File: config.mk
export PLATFORM = sky130hd
export DESIGN_NAME = rgb_pair_to_uyvy
export DESIGN_NICKNAME = d
export VERILOG_FILES = /design/src/rtl/core/r2u_pkg.sv /design/src/rtl/core/rgb_pair_to_uyvy.sv /design/src/rtl/core/r2u_pixel_conv.sv /design/src/rtl/core/r2u_pack.sv
export SDC_FILE = /design/constraint.sdc
export NUM_CORES = 2
export LEC_CHECK = 0
export ABC_CLOCK_PERIOD_IN_PS = 59000
export BUFFER_PORTS_ARGS = -buffer_cell sky130_fd_sc_hd__buf_2
export CAP_MARGIN = 20
export CORE_ASPECT_RATIO = 1.4
export CORE_MARGIN = 4
export CORE_UTILIZATION = 55
export DETAILED_ROUTE_END_ITERATION = 7
export HOLD_SLACK_MARGIN = 0.08
export PLACE_DENSITY = 0.71
export SLEW_MARGIN = 20
export SYNTH_ARGS = -nofsm -noshare
export SYNTH_HDL_FRONTEND = slang
export SYNTH_SLANG_ARGS = --single-unit
File: constraint.sdc
create_clock -name clk -period 59 [get_ports clk]
set_clock_uncertainty 0.15 [all_clocks]
set_input_delay 11.8 -clock clk [delete_from_list [all_inputs] [get_ports clk]]
set_output_delay 11.8 -clock clk [all_outputs]
set_load 0.1 [all_outputs]
File: src/rtl/core/r2u_pkg.sv
// shared types and coefficients for the rgb pair to uyvy converter
`timescale 1ns / 1ps
package r2u_pkg;

  localparam int unsigned ProdWidth  = 24;
  localparam int unsigned LumaAccW   = 25;
  localparam int unsigned ChromaAccW = 26;
  localparam int unsigned QShift     = 16;

  localparam logic [15:0] KY_R  = 16'd19595;
  localparam logic [15:0] KY_G  = 16'd38470;
  localparam logic [15:0] KY_B  = 16'd7471;
  localparam logic [15:0] KCB_R = 16'd11058;
  localparam logic [15:0] KCB_G = 16'd21710;
  localparam logic [15:0] KCB_B = 16'd32768;
  localparam logic [15:0] KCR_R = 16'd32768;
  localparam logic [15:0] KCR_G = 16'd27439;
  localparam logic [15:0] KCR_B = 16'd5329;

  typedef struct packed {
    logic valid;
    logic last;
  } ctrl_t;

endpackage

File: src/rtl/core/rgb_pair_to_uyvy.sv
// top level: rgb pixel pair in, one uyvy word out
//
// input channel: in_valid / in_stall with two 8-bit rgb pixels and last_pair
// output channel: out_valid / out_stall with cb, y0, cr, y1 and frame_end
// a word is taken at a rising edge with valid high and stall low
// one pair is accepted every cycle while the output side keeps up
// each word passes the product, sum, clamp and output registers on its way to out_*
// datapath: products, sums, truncate and clamp, then average into the
// output register; one 8x16 multiplier per coefficient per pixel
// throughput: one word per cycle while out_stall stays low, no dependence between pairs
// stall: when the output register holds a word and out_stall is high the
// whole pipeline freezes and in_stall is raised in the same cycle
// bubbles in the pipeline are carried by valid bits, never emitted
// reset: synchronous active-low rst_n clears all valid bits; no state
// is kept between pairs, so nothing else needs clearing
`timescale 1ns / 1ps
module rgb_pair_to_uyvy (
  input  logic       clk,
  input  logic       rst_n,
  input  logic       in_valid,
  output logic       in_stall,
  input  logic [7:0] in_first_red,
  input  logic [7:0] in_first_green,
  input  logic [7:0] in_first_blue,
  input  logic [7:0] in_second_red,
  input  logic [7:0] in_second_green,
  input  logic [7:0] in_second_blue,
  input  logic       in_last_pair,
  output logic       out_valid,
  input  logic       out_stall,
  output logic [7:0] out_blue_chroma,
  output logic [7:0] out_first_luma,
  output logic [7:0] out_red_chroma,
  output logic [7:0] out_second_luma,
  output logic       out_frame_end
);

  logic           adv;
  r2u_pkg::ctrl_t c1_r, c2_r, c3_r;
  logic [7:0]     y0, cb0, cr0, y1, cb1, cr1;

  assign in_stall = out_valid & out_stall;
  assign adv      = ~in_stall;

  always_ff @(posedge clk) begin
    if (!rst_n) begin
      c1_r <= '0;
      c2_r <= '0;
      c3_r <= '0;
    end else if (adv) begin
      c1_r <= '{valid: in_valid, last: in_last_pair};
      c2_r <= c1_r;
      c3_r <= c2_r;
    end
  end

  r2u_pixel_conv u_conv0 (
    .clk         (clk),
    .en          (adv),
    .red         (in_first_red),
    .green       (in_first_green),
    .blue        (in_first_blue),
    .luma        (y0),
    .blue_chroma (cb0),
    .red_chroma  (cr0)
  );

  r2u_pixel_conv u_conv1 (
    .clk         (clk),
    .en          (adv),
    .red         (in_second_red),
    .green       (in_second_green),
    .blue        (in_second_blue),
    .luma        (y1),
    .blue_chroma (cb1),
    .red_chroma  (cr1)
  );

  r2u_pack u_pack (
    .clk             (clk),
    .rst_n           (rst_n),
    .en              (adv),
    .ctrl            (c3_r),
    .luma0           (y0),
    .cb0             (cb0),
    .cr0             (cr0),
    .luma1           (y1),
    .cb1             (cb1),
    .cr1             (cr1),
    .out_valid       (out_valid),
    .out_blue_chroma (out_blue_chroma),
    .out_first_luma  (out_first_luma),
    .out_red_chroma  (out_red_chroma),
    .out_second_luma (out_second_luma),
    .out_frame_end   (out_frame_end)
  );

  a_stall_only_when_full: assert property (@(posedge clk) disable iff (!rst_n)
    in_stall |-> out_valid)
    else $error("input stalled with empty output register");

  a_accept_enters_pipe: assert property (@(posedge clk) disable iff (!rst_n)
    (in_valid && !in_stall) |=> c1_r.valid)
    else $error("accepted word missing from first stage");

  a_freeze_holds_pipe: assert property (@(posedge clk) disable iff (!rst_n)
    in_stall |=> ($stable(c1_r) && $stable(c2_r) && $stable(c3_r)))
    else $error("pipeline moved while stalled");

  a_advance_drains: assert property (@(posedge clk) disable iff (!rst_n)
    (!in_stall && c3_r.valid) |=> out_valid)
    else $error("word lost between last stage and output");

endmodule

File: src/rtl/core/r2u_pixel_conv.sv
// three-stage rgb to full-range ycbcr converter for one pixel
`timescale 1ns / 1ps
module r2u_pixel_conv (
  input  logic       clk,
  input  logic       en,
  input  logic [7:0] red,
  input  logic [7:0] green,
  input  logic [7:0] blue,
  output logic [7:0] luma,
  output logic [7:0] blue_chroma,
  output logic [7:0] red_chroma
);

  logic [r2u_pkg::ProdWidth-1:0]  py_r_r, py_g_r, py_b_r;
  logic [r2u_pkg::ProdWidth-1:0]  pcb_r_r, pcb_g_r, pcb_b_r;
  logic [r2u_pkg::ProdWidth-1:0]  pcr_r_r, pcr_g_r, pcr_b_r;
  logic [r2u_pkg::LumaAccW-1:0]   y_acc_r;
  logic [r2u_pkg::ChromaAccW-1:0] cb_acc_r, cr_acc_r;
  logic [7:0]                     luma_r, cb_r, cr_r;
  logic [7:0]                     luma_nxt, cb_nxt, cr_nxt;

  logic [r2u_pkg::ChromaAccW-1:0] cb_mag, cr_mag;
  logic [9:0]                     cb_q, cr_q;
  logic [8:0]                     y_q;

  // stage 1: products
  always_ff @(posedge clk) begin
    if (en) begin
      py_r_r  <= r2u_pkg::ProdWidth'(red)   * r2u_pkg::ProdWidth'(r2u_pkg::KY_R);
      py_g_r  <= r2u_pkg::ProdWidth'(green) * r2u_pkg::ProdWidth'(r2u_pkg::KY_G);
      py_b_r  <= r2u_pkg::ProdWidth'(blue)  * r2u_pkg::ProdWidth'(r2u_pkg::KY_B);
      pcb_r_r <= r2u_pkg::ProdWidth'(red)   * r2u_pkg::ProdWidth'(r2u_pkg::KCB_R);
      pcb_g_r <= r2u_pkg::ProdWidth'(green) * r2u_pkg::ProdWidth'(r2u_pkg::KCB_G);
      pcb_b_r <= r2u_pkg::ProdWidth'(blue)  * r2u_pkg::ProdWidth'(r2u_pkg::KCB_B);
      pcr_r_r <= r2u_pkg::ProdWidth'(red)   * r2u_pkg::ProdWidth'(r2u_pkg::KCR_R);
      pcr_g_r <= r2u_pkg::ProdWidth'(green) * r2u_pkg::ProdWidth'(r2u_pkg::KCR_G);
      pcr_b_r <= r2u_pkg::ProdWidth'(blue)  * r2u_pkg::ProdWidth'(r2u_pkg::KCR_B);
    end
  end

  // stage 2: sums, chroma in two's complement
  always_ff @(posedge clk) begin
    if (en) begin
      y_acc_r  <= r2u_pkg::LumaAccW'(py_r_r) + r2u_pkg::LumaAccW'(py_g_r)
                + r2u_pkg::LumaAccW'(py_b_r);
      cb_acc_r <= r2u_pkg::ChromaAccW'(pcb_b_r) - r2u_pkg::ChromaAccW'(pcb_r_r)
                - r2u_pkg::ChromaAccW'(pcb_g_r);
      cr_acc_r <= r2u_pkg::ChromaAccW'(pcr_r_r) - r2u_pkg::ChromaAccW'(pcr_g_r)
                - r2u_pkg::ChromaAccW'(pcr_b_r);
    end
  end

  // stage 3: truncate toward zero, clamp, offset chroma
  always_comb begin
    y_q    = y_acc_r[r2u_pkg::LumaAccW-1:r2u_pkg::QShift];
    cb_mag = cb_acc_r[r2u_pkg::ChromaAccW-1] ? (r2u_pkg::ChromaAccW'(0) - cb_acc_r) : cb_acc_r;
    cr_mag = cr_acc_r[r2u_pkg::ChromaAccW-1] ? (r2u_pkg::ChromaAccW'(0) - cr_acc_r) : cr_acc_r;
    cb_q   = cb_mag[r2u_pkg::ChromaAccW-1:r2u_pkg::QShift];
    cr_q   = cr_mag[r2u_pkg::ChromaAccW-1:r2u_pkg::QShift];

    luma_nxt = (y_q > 9'd255) ? 8'd255 : y_q[7:0];

    if (!cb_acc_r[r2u_pkg::ChromaAccW-1]) begin
      cb_nxt = (cb_q > 10'd127) ? 8'd255 : 8'(10'd128 + cb_q);
    end else begin
      cb_nxt = (cb_q > 10'd128) ? 8'd0 : 8'(10'd128 - cb_q);
    end

    if (!cr_acc_r[r2u_pkg::ChromaAccW-1]) begin
      cr_nxt = (cr_q > 10'd127) ? 8'd255 : 8'(10'd128 + cr_q);
    end else begin
      cr_nxt = (cr_q > 10'd128) ? 8'd0 : 8'(10'd128 - cr_q);
    end
  end

  always_ff @(posedge clk) begin
    if (en) begin
      luma_r <= luma_nxt;
      cb_r   <= cb_nxt;
      cr_r   <= cr_nxt;
    end
  end

  assign luma        = luma_r;
  assign blue_chroma = cb_r;
  assign red_chroma  = cr_r;

endmodule

File: src/rtl/core/r2u_pack.sv
// chroma averaging and uyvy output register
`timescale 1ns / 1ps
module r2u_pack (
  input  logic           clk,
  input  logic           rst_n,
  input  logic           en,
  input  r2u_pkg::ctrl_t ctrl,
  input  logic [7:0]     luma0,
  input  logic [7:0]     cb0,
  input  logic [7:0]     cr0,
  input  logic [7:0]     luma1,
  input  logic [7:0]     cb1,
  input  logic [7:0]     cr1,
  output logic           out_valid,
  output logic [7:0]     out_blue_chroma,
  output logic [7:0]     out_first_luma,
  output logic [7:0]     out_red_chroma,
  output logic [7:0]     out_second_luma,
  output logic           out_frame_end
);

  logic       valid_r;
  logic [7:0] cb_r, y0_r, cr_r, y1_r;
  logic       last_r;
  logic [8:0] cb_sum, cr_sum;

  assign cb_sum = 9'(cb0) + 9'(cb1);
  assign cr_sum = 9'(cr0) + 9'(cr1);

  always_ff @(posedge clk) begin
    if (!rst_n) begin
      valid_r <= 1'b0;
    end else if (en) begin
      valid_r <= ctrl.valid;
    end
  end

  always_ff @(posedge clk) begin
    if (en) begin
      cb_r   <= cb_sum[8:1];
      cr_r   <= cr_sum[8:1];
      y0_r   <= luma0;
      y1_r   <= luma1;
      last_r <= ctrl.last;
    end
  end

  assign out_valid       = valid_r;
  assign out_blue_chroma = cb_r;
  assign out_first_luma  = y0_r;
  assign out_red_chroma  = cr_r;
  assign out_second_luma = y1_r;
  assign out_frame_end   = last_r;

endmodule

==> metrics.md <==
| Metric | Value |
|---|---|
| Outcome | `completed` |
| First-pass detailed-route iteration total | `7` |
| DIE WIDTH | `about 260 µm` |
| Final Hold Viols | `0` |
| Worst-Skew Late Latency | `0.63 ns` |
| Hold Slack | `0.2698 ns` |
| Post-CTS Resized | `0` |
| Setup violations, final | `0` |
| HP Class | `reg2reg` |
| GRT overflow | `0` |
| CTS buffer count | `56` |
| Share of cells above drive strength 1 | `under 10%` |
| Top cell by count, worst path | `buf_2` |
| Critical path required time | `around 47 ns` |
| Reg2reg path depth | `12` |
| Worst slew margin | `~24%` |
| HPWL Detailed | `between 90 and 100 mm` |
| Fillers | `~7,500` |
| Worst-margin pin slew | `between 1 and 1.5 ns` |
| H-tree depth | `2` |
| Cell variety after synth | `83` |
| Core ar. | `around 90,000 µm²` |
| Asr flop ratio synth | `0%` |
| CTS tree | `yes` |
| Dpl cells | `around 6,000` |
| Top Ports | `88` |
| Clock sinks | `520` |
| Worst hold stages | `0` |
| Post-Place Setup Slack | `33.87 ns` |
| Leak | `between 20 and 30 nW` |
| WL final | `113.8 mm` |
| Crit-path max FO | `between 40 and 50` |
| Crit end category | `output pin` |
| Final instance area | `approximately 54,000 µm²` |
| Sequential Area | `about 16,000 µm²` |
| Via-to-Cell Ratio | `~5.6` |
| Critical path data arrival time | `between 10 and 15 ns` |
| Setup ws final | `33.89 ns` |
| CP Depth | `4` |
| Synth Area per Inst | `approximately 11 µm²` |
| Non-Filler Instances | `approximately 6,000` |
| Multi-input logic area | `between 30,000 and 40,000 µm²` |
| Final setup TNS | `0 ns` |
| Post-layout util | `roughly three fifths` |
| Tcrit/Tclk final | `a little over two fifths` |
| Worst path max stage delay | `between 0.4 and 0.5 ns` |
| Most common cell after layout, fill and taps aside | `ha_1` |
| EDFF count, synth | `slightly above 500` |
| Seq cells post-synth | `520` |
| Post-CTS setup repair buffer count | `0` |
| Worst-path clk slew | `0.06 ns` |
| Port bufs | `87` |
| RSZ-0062 raised after global routing | `false` |
| Tot Pwr | `roughly 3.0 mW` |
| Row count | `130` |
| Crit-path cells | `buf_2 -> nand2_4 -> clkinv_1 -> buf_2` |
| Critical path launch point type | `primary input` |
| First-pass GRT wire length | `~180 mm` |
| Root Driver | `clkbuf_16` |
| Post-synth design cell area | `slightly above 50,000 µm²` |
| Post-CTS Hold Buffers | `0` |
| Vias in the first global route | `around 36,000` |
| Die ar. | `96,370 µm²` |
| Number of remaining DRC errors | `0` |
| R2R Setup Slk | `between 50 and 60 ns` |
| Family with the most delay on the worst path | `buffers and inverters` |
| Main synth FF type | `edfxtp_1` |
| Crit Path Category | `in2out` |
| Initial antenna violation count | `0` |
| Crit-path slowest cell | `nand2_4` |
| Initial DRC Count | `1,727` |
| Placed cell area | `between 50,000 and 60,000 µm²` |
| Syn nets | `roughly 6,000` |
| Max Root-Sink Buffers | `3` |
| VDD IR max | `~0.045 mV` |
| Max-Cap Viols | `0` |
| PwrDens | `between 50 and 60 nW/µm²` |
| Syn Inst Count | `roughly 4,800` |
| Die height | `between 300 and 400 µm` |
| RePlAce Congestion | `0.9055` |
| Fmax | `between 30 and 40 MHz` |
| Via count | `around 34,000` |
| GRT Overall Usage | `between 20% and 30%` |
| Synth warn | `0` |
| Initial Utilization | `a little under three fifths` |
| Post-DR wirelength/cell | `18.61 µm` |
| CP bufs+invs | `3` |
| Largest net degree at the start of global routing | `about 170` |
| Final critical-path required period | `~25 ns` |
| Ant. Diodes | `0` |
| Sequential element share of the synthesized area | `30.92%` |
| Remaining antenna violation count after routing | `0` |
| Layout net count | `6,159` |
| Final slew viol count | `0` |
| Layout area overhead | `7.472%` |
| Most frequent cells in the layout | `ha_1, inv_1, edfxtp_1` |
-- cell type report --
| cell class | instances | share of cell area [%] |
|---|---|---|
| clock buffers | 66 | 2.703 |
| well taps | 1188 | 2.751 |
| clock inverters | 38 | 0.7596 |
| inverters | 799 | 5.551 |
| flip-flops and latches | 520 | 28.77 |
| multi-input cells | 3414 | 58.56 |
| repair buffers | 92 | 0.8986 |
-- power by group --
part           total [mW]  switching, mW  internal, mW
logic                1.85           1.07         0.774
clock network       0.362          0.154         0.209
registers           0.818          0.124         0.694
-- state kept, by name, indices dropped and copies added (netlist names), 21 cells and up --
signal	count
u_conv0.cr_acc_r	26
u_conv1.cr_acc_r	26
u_conv0.py_b_r	21
u_conv1.cb_acc_r	25
u_conv0.cb_acc_r	25
u_conv1.py_r_r	23
u_conv0.py_g_r	23
u_conv0.py_r_r	23
u_conv1.py_b_r	21
u_conv1.py_g_r	23
-- logic make-up (layout without fill, tap and decap cells) --
group | count (synthesis) | count (layout) | share of synthesized area [%]
adder cells (fa/ha/maj) | 1224 | 1224 | 35.60
AND/OR/NAND/NOR | 955 | 955 | 9.481
buffers and inverters | 824 | 995 | 6.153
AO/OA/AOI/OAI | 817 | 817 | 10.50
flip-flops | 520 | 520 | 30.92
XOR/XNOR | 402 | 402 | 7.019
multiplexers | 16 | 16 | 0.3285
-- worst register-to-register path, cell delays in order (launching register included) --
cell and delay (ns):
edfxtp_1 0.52, or4_4 0.63, nor4_1 0.69, nor2_1 0.15
ha_1 0.39, and3_1 0.19, nand3_1 0.11, o31a_1 0.35
a2111oi_0 0.65, o31a_1 0.25, o21a_1 0.17, nor3_1 0.07
xor2_1 0.14
-- layer usage --
| metal | vias up | wire, µm | global-route usage [%] |
|---|---|---|---|
| li1 | 16820 | - | - |
| met5 | - | 0 | 0 |
| met1 | 16290 | 40490 | 24.24 |
| met2 | 604 | 60850 | 45.19 |
| met3 | 301 | 3062 | 2.262 |
| met4 | 0 | 9433 | 15.67 |
-- worst paths after layout --
kind | to | startpoint
max reg2reg | u_conv1.cr_acc_r[22] | u_conv1.py_g_r[1]
min | u_pack.out_first_luma[7] | u_conv0.luma[7]
min reg2reg | u_pack.out_first_luma[7] | u_conv0.luma[7]
max | in_stall | out_stall
-- cell usage after synthesis, drive strengths merged (56+ instances only) --
| master | instances | share of area, % |
|---|---|---|
| a21oi | 247 | 2.5 |
| xnor2 | 304 | 5.3 |
| o21ai | 149 | 1.5 |
| nor2b | 60 | 0.75 |
| inv | 798 | 6.0 |
| ha | 879 | 22 |
| o21a | 56 | 0.84 |
| nand2 | 178 | 1.3 |
| nor2 | 253 | 1.9 |
| fa | 344 | 14 |
| edfxtp | 513 | 31 |
| xor2 | 98 | 1.7 |
| nor3 | 113 | 1.1 |
| a21o | 77 | 1.1 |
| nand3 | 74 | 0.74 |
(Power assumes the default switching activity.)
